[config.mk]
export PLATFORM = sky130hd
export DESIGN_NAME = multitouch_slot_tracker_unit
export DESIGN_NICKNAME = d
export VERILOG_FILES = /design/src/rtl/mtst_pkg.sv /design/src/rtl/multitouch_slot_tracker_unit.sv
export SDC_FILE = /design/constraint.sdc
export NUM_CORES = 2
export LEC_CHECK = 0
export ABC_AREA = 1
export BUFFER_PORTS_ARGS = -buffer_cell sky130_fd_sc_hd__buf_2
export CAP_MARGIN = 20
export CORE_ASPECT_RATIO = 1.1
export CORE_MARGIN = 8
export CORE_UTILIZATION = 37
export CTS_BUF_LIST = sky130_fd_sc_hd__clkbuf_4 sky130_fd_sc_hd__clkbuf_8
export CTS_CLUSTER_SIZE = 20
export DETAILED_ROUTE_END_ITERATION = 7
export GPL_TIMING_DRIVEN = 1
export PLACE_DENSITY = 0.55
export SYNTH_ARGS = -nofsm -noshare
export SYNTH_HDL_FRONTEND = slang
export SYNTH_SLANG_ARGS = --single-unit
[constraint.sdc]
create_clock -name i_clk -period 6.19 [get_ports i_clk]
set_input_delay 0.619 -clock i_clk [delete_from_list [all_inputs] [get_ports i_clk]]
set_output_delay 0.619 -clock i_clk [all_outputs]
set_load 0.05 [all_outputs]
[src/rtl/mtst_pkg.sv]
package mtst_pkg;

    // Default slot count
    localparam int MAX_SLOTS_DEF = 5;

    // Field widths
    localparam int SLOT_ID_W  = 4;
    localparam int COORD_W    = 32;
    localparam int TYPE_W     = 16;
    localparam int CODE_W     = 16;
    localparam int OFF_W      = 12;
    localparam int SIZE_W     = 13;
    localparam int CFG_IDX_W  = 3;
    localparam int CFG_DATA_W = 32;

    // Mapping datapath widths
    localparam int DIFF_W     = COORD_W + 1;          // raw - raw_min, signed
    localparam int SPAN_MAG_W = SIZE_W;               // |size - 1|
    localparam int PROD_W     = DIFF_W + SPAN_MAG_W;  // product / dividend magnitude
    localparam int VAL_W      = PROD_W + 1;           // signed quotient plus origin
    localparam int HI_W       = OFF_W + 3;            // signed window high edge
    localparam int CNT_W      = $clog2(PROD_W + 1);

    // Event types and codes
    localparam logic [TYPE_W-1:0] EVT_KEY    = 16'd1;
    localparam logic [TYPE_W-1:0] EVT_ABS    = 16'd3;
    localparam logic [CODE_W-1:0] CODE_X     = 16'h0000;
    localparam logic [CODE_W-1:0] CODE_Y     = 16'h0001;
    localparam logic [CODE_W-1:0] CODE_SLOT  = 16'h002f;
    localparam logic [CODE_W-1:0] CODE_MT_X  = 16'h0035;
    localparam logic [CODE_W-1:0] CODE_MT_Y  = 16'h0036;
    localparam logic [CODE_W-1:0] CODE_TRACK = 16'h0039;
    localparam logic [CODE_W-1:0] CODE_TOUCH = 16'h014a;

    // Configuration register indexes
    typedef enum logic [CFG_IDX_W-1:0] {
        REG_CAL_ENABLE,
        REG_RAW_MIN_X,
        REG_RAW_MAX_X,
        REG_RAW_MIN_Y,
        REG_RAW_MAX_Y
    } t_cfg_reg;

    // Report sequencer states
    typedef enum logic [2:0] {
        S_IDLE,
        S_SCAN,
        S_PREP,
        S_MUL,
        S_DIV,
        S_FIX,
        S_EMIT
    } t_state;

endpackage

[src/rtl/multitouch_slot_tracker_unit.sv]
// Multitouch slot tracker.
// Input channel (i_in_valid / o_in_ready) carries either a touch event
// (i_req_type = 0) or a report request (i_req_type = 1). Events update the
// slot table in the cycle they are accepted and produce no output; the block
// stays ready for the next transaction.
// A report walks the slots in ascending order and emits one transaction per
// active slot on the output channel (o_out_valid / i_out_ready), with o_last
// on the final one, or a single none_active transaction when no slot is on.
// Uncalibrated, a report skips the multiply and divide. Calibrated, each
// axis runs through one shared bit-serial unit: a shift-add multiply
// and a restoring divide plus setup and clamp.
// The input is not taken while a report is in progress. Results go through an
// output register: a stalled receiver holds the sequencer at the next result,
// and once the final result is registered new transactions are accepted.
// Reset (synchronous, active low) clears all slots, the selected slot and the
// configuration registers; there is no clearing pass.
// The config port (i_cfg_we / i_cfg_idx / i_cfg_data) writes at once and is
// to be used only while the block is idle.
module multitouch_slot_tracker_unit
    import mtst_pkg::*;
#(
    parameter int MAX_SLOTS = MAX_SLOTS_DEF
) (
    input  logic                        i_clk,
    input  logic                        i_rst_n,
    // configuration
    input  logic                        i_cfg_we,
    input  logic [CFG_IDX_W-1:0]        i_cfg_idx,
    input  logic [CFG_DATA_W-1:0]       i_cfg_data,
    // input channel
    input  logic                        i_in_valid,
    output logic                        o_in_ready,
    input  logic                        i_req_type,
    input  logic [TYPE_W-1:0]           i_ev_type,
    input  logic [CODE_W-1:0]           i_ev_code,
    input  logic signed [COORD_W-1:0]   i_ev_value,
    input  logic [OFF_W-1:0]            i_disp_offset_x,
    input  logic [OFF_W-1:0]            i_disp_offset_y,
    input  logic [SIZE_W-1:0]           i_disp_width,
    input  logic [SIZE_W-1:0]           i_disp_height,
    // output channel
    output logic                        o_out_valid,
    input  logic                        i_out_ready,
    output logic [SLOT_ID_W-1:0]        o_slot_id,
    output logic signed [COORD_W-1:0]   o_touch_x,
    output logic signed [COORD_W-1:0]   o_touch_y,
    output logic                        o_none_active,
    output logic                        o_last
);

    localparam int SLOT_W = (MAX_SLOTS > 1) ? $clog2(MAX_SLOTS) : 1;

    t_state r_state, n_state;

    // configuration
    logic                       r_cal_en;
    logic signed [COORD_W-1:0]  r_raw_min_x, r_raw_max_x, r_raw_min_y, r_raw_max_y;

    // slot table
    logic [SLOT_W-1:0]          r_sel_slot;
    logic [MAX_SLOTS-1:0]       r_active;
    logic signed [COORD_W-1:0]  r_raw_x [MAX_SLOTS];
    logic signed [COORD_W-1:0]  r_raw_y [MAX_SLOTS];

    // report context
    logic [OFF_W-1:0]           r_off_x, r_off_y;
    logic [SIZE_W-1:0]          r_size_x, r_size_y;
    logic [SLOT_W-1:0]          r_idx, r_slot;
    logic                       r_none, r_axis;
    logic signed [COORD_W-1:0]  r_res_x, r_res_y;

    // bit-serial multiply / divide unit
    logic [PROD_W-1:0]          r_mcand, r_prod;
    logic [SPAN_MAG_W-1:0]      r_mplier;
    logic [DIFF_W-1:0]          r_den, r_rem;
    logic                       r_neg;
    logic [OFF_W-1:0]           r_lo;
    logic signed [HI_W-1:0]     r_hi;
    logic [CNT_W-1:0]           r_cnt;

    // output register
    logic                       r_out_valid;
    logic [SLOT_ID_W-1:0]       r_out_slot;
    logic signed [COORD_W-1:0]  r_out_x, r_out_y;
    logic                       r_out_none, r_out_last;

    logic in_fire, out_free, emit_fire;
    logic scan_found, emit_more, emit_last;
    logic [SLOT_W-1:0] scan_slot;

    logic signed [COORD_W-1:0]  ax_raw, ax_min, ax_max;
    logic [OFF_W-1:0]           ax_off;
    logic [SIZE_W-1:0]          ax_size;
    logic signed [DIFF_W-1:0]   p_diff, p_den;
    logic signed [SIZE_W:0]     p_span;
    logic [DIFF_W-1:0]          p_diff_mag, p_den_mag;
    logic [SPAN_MAG_W-1:0]      p_span_mag;
    logic signed [HI_W-1:0]     p_hi;

    logic [DIFF_W:0]            d_sh, d_sub;
    logic                       d_ge;

    logic signed [VAL_W-1:0]    f_q, f_lo, f_hi, f_val;

    // Handshake and sequencer strobes
    always_comb begin
        o_in_ready = (r_state == S_IDLE);
        out_free   = !r_out_valid || i_out_ready;
        emit_fire  = (r_state == S_EMIT) && out_free;
        in_fire    = i_in_valid && o_in_ready;
    end

    // First active slot at or above the scan index
    always_comb begin
        scan_found = 1'b0;
        scan_slot  = '0;
        for (int i = 0; i < MAX_SLOTS; i++) begin
            if (!scan_found && r_active[i] && (SLOT_W'(i) >= r_idx)) begin
                scan_found = 1'b1;
                scan_slot  = SLOT_W'(i);
            end
        end
    end

    // Any active slot beyond the one being emitted
    always_comb begin
        emit_more = 1'b0;
        for (int i = 0; i < MAX_SLOTS; i++) begin
            if (r_active[i] && (SLOT_W'(i) > r_slot)) begin
                emit_more = 1'b1;
            end
        end
        emit_last = r_none || !emit_more;
    end

    // Axis operands: sign-magnitude split for the serial unit
    always_comb begin
        ax_raw  = r_axis ? r_raw_y[r_slot] : r_raw_x[r_slot];
        ax_min  = r_axis ? r_raw_min_y : r_raw_min_x;
        ax_max  = r_axis ? r_raw_max_y : r_raw_max_x;
        ax_off  = r_axis ? r_off_y : r_off_x;
        ax_size = r_axis ? r_size_y : r_size_x;

        p_diff = {ax_raw[COORD_W-1], ax_raw} - {ax_min[COORD_W-1], ax_min};
        p_den  = {ax_max[COORD_W-1], ax_max} - {ax_min[COORD_W-1], ax_min};
        p_span = $signed({1'b0, ax_size}) - $signed((SIZE_W+1)'(1));

        p_diff_mag = p_diff[DIFF_W-1] ? DIFF_W'(-p_diff) : DIFF_W'(p_diff);
        p_den_mag  = p_den[DIFF_W-1] ? DIFF_W'(-p_den) : DIFF_W'(p_den);
        p_span_mag = p_span[SIZE_W] ? SIZE_W'(-p_span) : p_span[SIZE_W-1:0];

        p_hi = $signed({3'b000, ax_off}) + $signed({2'b00, ax_size})
             - $signed(HI_W'(1));
    end

    // Restoring divide step
    always_comb begin
        d_sh  = {r_rem, r_prod[PROD_W-1]};
        d_ge  = (d_sh >= {1'b0, r_den});
        d_sub = d_sh - {1'b0, r_den};
    end

    // Sign, offset and clamp to the window
    always_comb begin
        f_q  = r_neg ? -$signed({1'b0, r_prod}) : $signed({1'b0, r_prod});
        f_lo = $signed({{(VAL_W-OFF_W){1'b0}}, r_lo});
        f_hi = $signed({{(VAL_W-HI_W){r_hi[HI_W-1]}}, r_hi});
        f_val = f_q + f_lo;
        if (f_val > f_hi) f_val = f_hi;
        if (f_val < f_lo) f_val = f_lo;
    end

    // Next state
    always_comb begin
        n_state = r_state;
        case (r_state)
            S_IDLE: if (in_fire && i_req_type) n_state = S_SCAN;
            S_SCAN: n_state = (scan_found && r_cal_en) ? S_PREP : S_EMIT;
            S_PREP: n_state = (p_den == '0) ? S_FIX : S_MUL;
            S_MUL:  if (r_cnt == CNT_W'(SPAN_MAG_W - 1)) n_state = S_DIV;
            S_DIV:  if (r_cnt == CNT_W'(PROD_W - 1)) n_state = S_FIX;
            S_FIX:  n_state = r_axis ? S_EMIT : S_PREP;
            S_EMIT: if (out_free) n_state = emit_last ? S_IDLE : S_SCAN;
            default: n_state = S_IDLE;
        endcase
    end

    // Control state, configuration and slot table
    always_ff @(posedge i_clk) begin
        if (!i_rst_n) begin
            r_state     <= S_IDLE;
            r_out_valid <= 1'b0;
            r_cal_en    <= 1'b0;
            r_raw_min_x <= '0;
            r_raw_max_x <= '0;
            r_raw_min_y <= '0;
            r_raw_max_y <= '0;
            r_sel_slot  <= '0;
            r_active    <= '0;
            for (int i = 0; i < MAX_SLOTS; i++) begin
                r_raw_x[i] <= '0;
                r_raw_y[i] <= '0;
            end
        end else begin
            r_state <= n_state;

            if (emit_fire) begin
                r_out_valid <= 1'b1;
            end else if (i_out_ready) begin
                r_out_valid <= 1'b0;
            end

            // register writes
            if (i_cfg_we) begin
                case (t_cfg_reg'(i_cfg_idx))
                    REG_CAL_ENABLE: r_cal_en    <= i_cfg_data[0];
                    REG_RAW_MIN_X:  r_raw_min_x <= $signed(i_cfg_data[COORD_W-1:0]);
                    REG_RAW_MAX_X:  r_raw_max_x <= $signed(i_cfg_data[COORD_W-1:0]);
                    REG_RAW_MIN_Y:  r_raw_min_y <= $signed(i_cfg_data[COORD_W-1:0]);
                    REG_RAW_MAX_Y:  r_raw_max_y <= $signed(i_cfg_data[COORD_W-1:0]);
                    default: ;
                endcase
            end

            // event decode
            if (in_fire && !i_req_type) begin
                if (i_ev_type == EVT_ABS) begin
                    case (i_ev_code)
                        CODE_SLOT: begin
                            if (i_ev_value < 0) begin
                                r_sel_slot <= '0;
                            end else if (i_ev_value > 32'(MAX_SLOTS - 1)) begin
                                r_sel_slot <= SLOT_W'(MAX_SLOTS - 1);
                            end else begin
                                r_sel_slot <= i_ev_value[SLOT_W-1:0];
                            end
                        end
                        CODE_TRACK: r_active[r_sel_slot] <= !i_ev_value[COORD_W-1];
                        CODE_MT_X:  r_raw_x[r_sel_slot]  <= i_ev_value;
                        CODE_MT_Y:  r_raw_y[r_sel_slot]  <= i_ev_value;
                        CODE_X:     r_raw_x[0]           <= i_ev_value;
                        CODE_Y:     r_raw_y[0]           <= i_ev_value;
                        default: ;
                    endcase
                end else if (i_ev_type == EVT_KEY && i_ev_code == CODE_TOUCH) begin
                    r_active[0] <= (i_ev_value != 0);
                end
            end
        end
    end

    // Report datapath
    always_ff @(posedge i_clk) begin
        case (r_state)
            S_IDLE: begin
                if (in_fire && i_req_type) begin
                    r_off_x  <= i_disp_offset_x;
                    r_off_y  <= i_disp_offset_y;
                    r_size_x <= i_disp_width;
                    r_size_y <= i_disp_height;
                    r_idx    <= '0;
                end
            end
            S_SCAN: begin
                r_slot  <= scan_found ? scan_slot : '0;
                r_none  <= !scan_found;
                r_axis  <= 1'b0;
                r_res_x <= scan_found ? r_raw_x[scan_slot] : '0;
                r_res_y <= scan_found ? r_raw_y[scan_slot] : '0;
            end
            S_PREP: begin
                r_mcand  <= PROD_W'(p_diff_mag);
                r_mplier <= p_span_mag;
                r_prod   <= '0;
                r_rem    <= '0;
                r_den    <= p_den_mag;
                r_neg    <= p_diff[DIFF_W-1] ^ p_span[SIZE_W] ^ p_den[DIFF_W-1];
                r_lo     <= ax_off;
                r_hi     <= p_hi;
                r_cnt    <= '0;
            end
            S_MUL: begin
                // shift-add, one multiplier bit per cycle
                if (r_mplier[0]) r_prod <= r_prod + r_mcand;
                r_mcand  <= r_mcand << 1;
                r_mplier <= r_mplier >> 1;
                r_cnt    <= (r_cnt == CNT_W'(SPAN_MAG_W - 1)) ? '0 : r_cnt + 1'b1;
            end
            S_DIV: begin
                // quotient bits shift in where dividend bits leave
                r_rem  <= d_ge ? d_sub[DIFF_W-1:0] : d_sh[DIFF_W-1:0];
                r_prod <= {r_prod[PROD_W-2:0], d_ge};
                r_cnt  <= r_cnt + 1'b1;
            end
            S_FIX: begin
                if (r_axis) r_res_y <= f_val[COORD_W-1:0];
                else        r_res_x <= f_val[COORD_W-1:0];
                r_axis <= 1'b1;
            end
            S_EMIT: begin
                if (out_free) begin
                    r_out_slot <= SLOT_ID_W'(r_slot);
                    r_out_x    <= r_res_x;
                    r_out_y    <= r_res_y;
                    r_out_none <= r_none;
                    r_out_last <= emit_last;
                    r_idx      <= SLOT_W'(r_slot + 1'b1);
                end
            end
            default: ;
        endcase
    end

    assign o_out_valid   = r_out_valid;
    assign o_slot_id     = r_out_slot;
    assign o_touch_x     = r_out_x;
    assign o_touch_y     = r_out_y;
    assign o_none_active = r_out_none;
    assign o_last        = r_out_last;

    // Checks
    a_sel_in_range: assert property (@(posedge i_clk) disable iff (!i_rst_n)
        {1'b0, r_sel_slot} < (SLOT_W+1)'(MAX_SLOTS))
        else $error("selected slot out of range");

    a_div_rem_bound: assert property (@(posedge i_clk) disable iff (!i_rst_n)
        r_state == S_DIV |-> r_rem < r_den)
        else $error("divider remainder not below divisor");

    a_emit_active: assert property (@(posedge i_clk) disable iff (!i_rst_n)
        r_state == S_EMIT && !r_none |-> r_active[r_slot])
        else $error("emitting an inactive slot");

    a_last_ends_report: assert property (@(posedge i_clk) disable iff (!i_rst_n)
        emit_fire && emit_last |=> r_state == S_IDLE && o_out_valid && o_last)
        else $error("final result did not end the report");

    a_none_result: assert property (@(posedge i_clk) disable iff (!i_rst_n)
        o_out_valid && o_none_active |->
            o_last && o_slot_id == '0 && o_touch_x == '0 && o_touch_y == '0)
        else $error("none_active result malformed");

endmodule
Word level (Yosys, flattened, before mapping) --
Memories as Yosys holds them, arrays and structs flattened. A register that Yosys moved wholly into a read port is not among the register bits. Cells that the tools add are included.
Storage, ports and cells: logic and storage cells 256, flip-flop bits (word level) 537, memories kept 2, bits of input ports 155, output and inout port bits 72, memory bits (writable) 320
Operators by class: bitwise gates (word level) 4, reductions and logical operators 61, $add $sub $neg 14, order comparisons 17, equal/unequal tests 28, muxes and demuxes 95
Memories:
- r_raw_x | depth 5, bits a word 32, rd ports 2, clocked after memory_dff 1, wr ports 5, RTL line multitouch_slot_tracker_unit.sv:62 | logic signed [COORD_W-1:0] r_raw_x [MAX_SLOTS];
- r_raw_y | depth 5, bits a word 32, rd ports 2, clocked after memory_dff 1, wr ports 5, RTL line multitouch_slot_tracker_unit.sv:63 | logic signed [COORD_W-1:0] r_raw_y [MAX_SLOTS];
Operators by type and width (number):
- 2-to-1 mux 32 bit | 13
- case mux 46 bit (3 select lines) | 1
- case mux 32 bit (2 select lines) | 2
- 2-to-1 mux 47 bit | 2
- case mux 46 bit (2 select lines) | 1
- 2-to-1 mux 33 bit | 2
- negation 33 bit | 2
- case mux 33 bit (2 select lines) | 1
- subtractor 32 x 32 -> 33 bit | 2
- equality test 16 x 6 -> 1 bit, second input constant | 4
- OR reduction 32 bit | 2
- 2-to-1 mux 3 bit | 20
- adder 47 x 13 -> 47 bit | 1
- greater-than comparator 47 x 15 -> 1 bit | 1
- < comparator 47 x 13 -> 1 bit | 1
- negation 46 -> 47 bit | 1
- adder 46 bit | 1
- 2-to-1 mux 46 bit | 1
- 2-to-1 mux 1 bit | 41
- greater-or-equal comparator 34 x 33 -> 1 bit | 1
- zero test 33 bit | 1
- subtractor 33 bit | 1
- equality test 16 x 1 -> 1 bit, second input constant | 2
- greater-than comparator 32 x 4 -> 1 bit, second input constant | 1
- other kinds (47) | 114

Depth between registers and ports, before layout --
word-level depth 22, depth in mapped cells 51, gate-level depth less buffers 48

Worst setup path after synthesis --
OpenSTA, ideal clock, no wires.
path kind reg-to-reg, start point reg r_neg, end point reg r_res_x[26], data pin, arrival time 5.791 ns, required time 5.938 ns, cell stages (with the launch flop) 48, clock period less this slack 6.043 ns, library setup time 0.252 ns, path buffers 6, setup slack 0.147 ns, cell sequence edfxtp_1 buf_2 buf_4 buf_2 buf_2 inv_1 nor2_1 xor2_1 ha_1 nand2_1 nor2_1 nand4_1 o211ai_1 nand2_1 nand2_2 nand2_2 nor2_4 nand4_1 [... 12 more ...] inv_2 buf_1 nand2_1 o21ai_0 ha_1 a21oi_1 nor2_1 a211oi_1 nor2_1 nor2_1 nand2_1 nor2_4 nand2_4 nand2_8 nor2_8 buf_12 nand2_4 nand2_1
On the way: word-level cells in the longest chain between the ends 8
RTL lines:
- start, declared | RTL line multitouch_slot_tracker_unit.sv:76 | logic r_neg;
- start signal, assigned | RTL line multitouch_slot_tracker_unit.sv:277 | r_neg <= p_diff[DIFF_W-1] ^ p_span[SIZE_W] ^ p_den[DIFF_W-1];
- 2-to-1 mux 47 bit * | RTL line multitouch_slot_tracker_unit.sv:165 | f_q = r_neg ? -$signed({1'b0, r_prod}) : $signed({1'b0, r_prod});
- adder 47 x 13 -> 47 bit * | RTL line multitouch_slot_tracker_unit.sv:168 | f_val = f_q + f_lo;
- greater-than comparator 47 x 15 -> 1 bit | RTL line multitouch_slot_tracker_unit.sv:169 | if (f_val > f_hi) f_val = f_hi;
- 2-to-1 mux 47 bit * | RTL line multitouch_slot_tracker_unit.sv:169
- < comparator 47 x 13 -> 1 bit | RTL line multitouch_slot_tracker_unit.sv:170 | if (f_val < f_lo) f_val = f_lo;
- 2-to-1 mux 32 bit * | RTL line multitouch_slot_tracker_unit.sv:170
- 2-to-1 mux 32 bit * | RTL line multitouch_slot_tracker_unit.sv:296 | if (r_axis) r_res_y <= f_val[COORD_W-1:0];
- case mux 32 bit (2 select lines) * | RTL line multitouch_slot_tracker_unit.sv:254 | case (r_state)
- end signal, assigned | RTL line multitouch_slot_tracker_unit.sv:268 | r_res_x <= scan_found ? r_raw_x[scan_slot] : '0;
- end signal, assigned | RTL line multitouch_slot_tracker_unit.sv:297 | else r_res_x <= f_val[COORD_W-1:0];
- end, declared | RTL line multitouch_slot_tracker_unit.sv:70 | logic signed [COORD_W-1:0] r_res_x, r_res_y;
Mark *: on every way between the ends. The rest lies on a longest branch, timed or not. The select of a mux whose other input is x is not followed. A chain may end at the register's enable or synchronous reset.

Worst setup path after layout --
start point reg r_prod[4], end point reg r_res_y[10], data pin
On the way: word-level cells in the longest chain between the ends 9
RTL lines:
- start, declared | RTL line multitouch_slot_tracker_unit.sv:73 | logic [PROD_W-1:0] r_mcand, r_prod;
- start signal, assigned | RTL line multitouch_slot_tracker_unit.sv:284 | if (r_mplier[0]) r_prod <= r_prod + r_mcand;
- start signal, assigned | RTL line multitouch_slot_tracker_unit.sv:292 | r_prod <= {r_prod[PROD_W-2:0], d_ge};
- negation 46 -> 47 bit | RTL line multitouch_slot_tracker_unit.sv:165
- 2-to-1 mux 47 bit * | RTL line multitouch_slot_tracker_unit.sv:165
- adder 47 x 13 -> 47 bit * | RTL line multitouch_slot_tracker_unit.sv:168
- greater-than comparator 47 x 15 -> 1 bit | RTL line multitouch_slot_tracker_unit.sv:169
- 2-to-1 mux 47 bit * | RTL line multitouch_slot_tracker_unit.sv:169
- < comparator 47 x 13 -> 1 bit | RTL line multitouch_slot_tracker_unit.sv:170
- 2-to-1 mux 32 bit * | RTL line multitouch_slot_tracker_unit.sv:170
- 2-to-1 mux 32 bit * | RTL line multitouch_slot_tracker_unit.sv:296
- case mux 32 bit (2 select lines) * | RTL line multitouch_slot_tracker_unit.sv:254
- end signal, assigned | RTL line multitouch_slot_tracker_unit.sv:269 | r_res_y <= scan_found ? r_raw_y[scan_slot] : '0;
- end signal, assigned | RTL line multitouch_slot_tracker_unit.sv:296
- end, declared | RTL line multitouch_slot_tracker_unit.sv:70
Marked as above.

==> impl_metrics.csv <==
group,metric,value,unit
global_routing,grt_first_pass_wirelength,334000,um
floorplanning,initial_core_util,37.2,%
route,dr.pass1.iters,6,
yosys,synth.top_cell.area_share,44.1,%
route,num_vias,55046,
sta,finalSetupViolCount,41,
cts,clock-root-buffer,"clkbuf_8",
cts,cts_buffers,180,
global_routing,overflow,0,
floorplanning,die_h,445,um
yosys,syn_nets,7810,
placed_design,gp_congestion,0.905,
yosys,syn-cell-area,0.0618,mm^2
floorplanning,dieArea,0.180,mm^2
sta,max_slew_margin,17.1,%
finish,final_layout_size_suffix_gt1_share,15.4,%
finish,multi_input_area,0.0281,mm^2
yosys,postSynthCellCount,7399,
cts,htree_levels,4,
yosys,syn_area_per_cell,8.35,um^2
sta,clock_skew,0.0538,ns
cts,cts_buffer_depth,3,
sta,period_minus_slack,6.24,ns
run_status,status,"complete, but fails checks",
yosys,yosys-top-cells-area,"edfxtp_1, nand2_1, nor2_1",
critical_path,cp_data_required_time,6.88,ns
critical_path,end_kind,"flip-flop",
floorplanning,io_pins,227,
yosys,ys_warn_count,0,
sta,hold_violations,0,
yosys,yosysMostFrequentCell,"nand2_1",
finish,layout.cells.non_filler,10343,
critical_path,path_max_fanout,6,
yosys,async_flop_share,0,%
placed_design,place_inst,9867,
route,avgRoutedWirePerCell,22.0,um
finish,regArea,0.0302,mm^2
global_routing,grt_pass1_vias,53150,
sta,worstMarginPinSlew,1.23,ns
yosys,synthTopCellsByCount,"nand2_1, nor2_1, edfxtp_1, o21ai_0, inv_1",
cts,clk_pin_slew_worst_paths,0.06,ns
flow_run,maxCapViolCount,0,
sta,clock.fmax,0.160,GHz
critical_path,cp.arrival,6.93,ns
critical_path,crit_path_top_delay_cell,"edfxtp_1",
sta,rsz0062_at_grt,"yes",
global_routing,track_usage,24.3,%
floorplanning,die_x,406,um
placed_design,portBuffers,225,
power_and_ir_drop,p_leak,30.7,nW
finish,nFillCells,16585,
finish,area_growth,18.1,%
yosys,synth_cell_types,71,
power_and_ir_drop,vdd_drop_max,0.324,mV
cts,clock-sinks,1052,
placed_design,place_ws,-0.307,ns
route,drc,0,
min_path,min_path_type,"input pin to flip-flop",
global_routing,grt_start_max_net_pins,140,
sta,fin_crit_sh,101,%
yosys,yosys_register_bits,1052,
cts,cts_tree,"done",
critical_path,crit_type,"flip-flop to flip-flop",
placed_design,post-dp-hpwl,156000,um
yosys,synth_seq_area_share,48.8,%
critical_path,crit_buf_inv,5,
power_and_ir_drop,p_per_area,518,mW/mm^2
sta,setup_ws,-0.0452,ns
floorplanning,core-area,0.166,mm^2
route,postRouteAntennaNets,0,
finish,nets,8377,
yosys,synth-edff-count,908,
critical_path,critical-path-top-delay-family,"simple AND/OR/NAND/NOR gates",
yosys,yosysTopAreaCell,"edfxtp_1",
route,wl,227000,um
sta,slew_violations,0,
cts,clk_latency,0.95,ns
floorplanning,core.rowCount,157,
route,dr.first_iter.drc_count,5170,
global_routing,antenna_found_initial,9,
critical_path,start_kind,"flip-flop",
run_status,violations,"negative setup slack",
route,vias_per_cell,5.32,
yosys,synthFlopType,"edfxtp_1",
critical_path,critPathMaxStageDelay,0.45,ns
[stage by stage]
stage	area, um^2	total power [mW]	TNS [ns]	util [%]	hold WS, ns
after floorplan	61800	22.6	0	-	0.400
after CTS	72300	37.0	0	43.5	0.00541
final	73000	37.8	-0.924	43.9	0.0974
after detailed placement	67300	30.0	-17.48	40.5	0.405
after global routing	73000	40.5	-22.80	43.9	0.0370
after global placement	67300	29.9	-10.80	40.5	0.405
[kinds of logic after synthesis]
kind of cell	synth area share [%]
and+or+nand+nor	21.2
AOI/OAI and AO/OA	15.0
buffers and inverters	6.83
DFF	48.8
adders and majority gates	5.26
xor gates and xnor gates	2.73
muxes	0.162
other	0.00607
[report_power, final]
part / leakage [nW] / total (mW) / switching, mW / internal [mW]
clock network: 1.95 / 6.66 / 3.12 / 3.54
logic: 19.1 / 21.2 / 14.0 / 7.23
registers: 9.67 / 9.91 / 0.676 / 9.23
[cell usage in the layout (no fill, tap or decap), types with 27 or more instances in the layout]
cell,netlist,layout
inv_1,739,728
nand3_1,278,267
nor4_1,29,27
nand2_2,50,87
nand4_1,65,65
clkbuf_8,0,190
nor2_2,20,28
xor2_1,122,121
nor2_1,1126,1108
o22ai_1,82,82
nand2_4,20,34
or2_2,85,85
nand2_1,1288,1237
o21ai_0,833,821
dlygate4sd3_1,0,115
ha_1,250,245
buf_2,14,224
clkinv_1,37,70
xnor2_1,71,71
clkinv_2,1,27
o221ai_1,70,70
nor3_1,50,43
dfxtp_1,144,142
edfxtp_1,908,908
clkbuf_4,0,56
buf_4,3,337
a21oi_1,575,566
[registers in the layout, indices dropped and copies added (netlist names), 32 cells and up, named ones only]
| name | flops |
|---|---|
| r_res_x | 32 |
| r_mcand | 46 |
| r_raw_min_x | 32 |
| r_raw_max_x | 32 |
| r_raw_y | 256 |
| o_touch_y | 32 |
| r_raw_min_y | 32 |
| r_res_y | 32 |
| r_den | 33 |
| r_raw_max_y | 32 |
| r_prod | 46 |
| r_rem | 33 |
| o_touch_x | 32 |
| r_raw_x | 256 |
[what timing repair did]
| item | 4_1_cts | 5_1_grt |
|---|---|---|
| endpoints found under the setup margin | 64 | 64 |
| hold buffers | 115 | 0 |
| endpoints found under the hold margin | 355 | 0 |
| pin swaps | 10 | 66 |
| setup buffers | 3 | 19 |
| gates cloned | 2 | 2 |
| gates resized for setup | 23 | 120 |
[area by class of cell]
type | instances | share of cell area (%)
tap | 2226 | 3.82
timing repair buffer | 700 | 7.21
antenna | 7 | 0.0240
clock buffer | 246 | 4.16
multi-input combinational | 5242 | 38.4
inverter | 788 | 4.08
clock inverter | 80 | 0.910
sequential | 1052 | 41.3
timing repair inverter | 2 | 0.0274
[worst paths after layout]
check | to | slack (ns) | cells past startpoint | startpoint
worst max-delay path | r_res_y[10]$_DFFE_PP_ | -0.05 | 46 | r_prod[4]$_SDFFCE_PN0P_
worst min-delay path | r_raw_y[6][0]$_DFFE_PP_ | 0.1 | 1 | i_ev_value[0]
worst max register to register | r_res_y[10]$_DFFE_PP_ | -0.05 | 46 | r_prod[4]$_SDFFCE_PN0P_
worst min register to register | o_touch_y[15]$_DFFE_PP_ | 0.40 | 0 | r_res_y[15]$_DFFE_PP_
[metal layers]
metal  wire length, um  GRT usage (%)  vias to the layer above
met3             15800           3.99                      462
met1             92000           30.6                    26157
met5                12              0                        -
met4             12300           12.0                        2
li1                  -              -                    26319
met2            107000           40.3                     2106
Power figures use the tool's default switching activity.
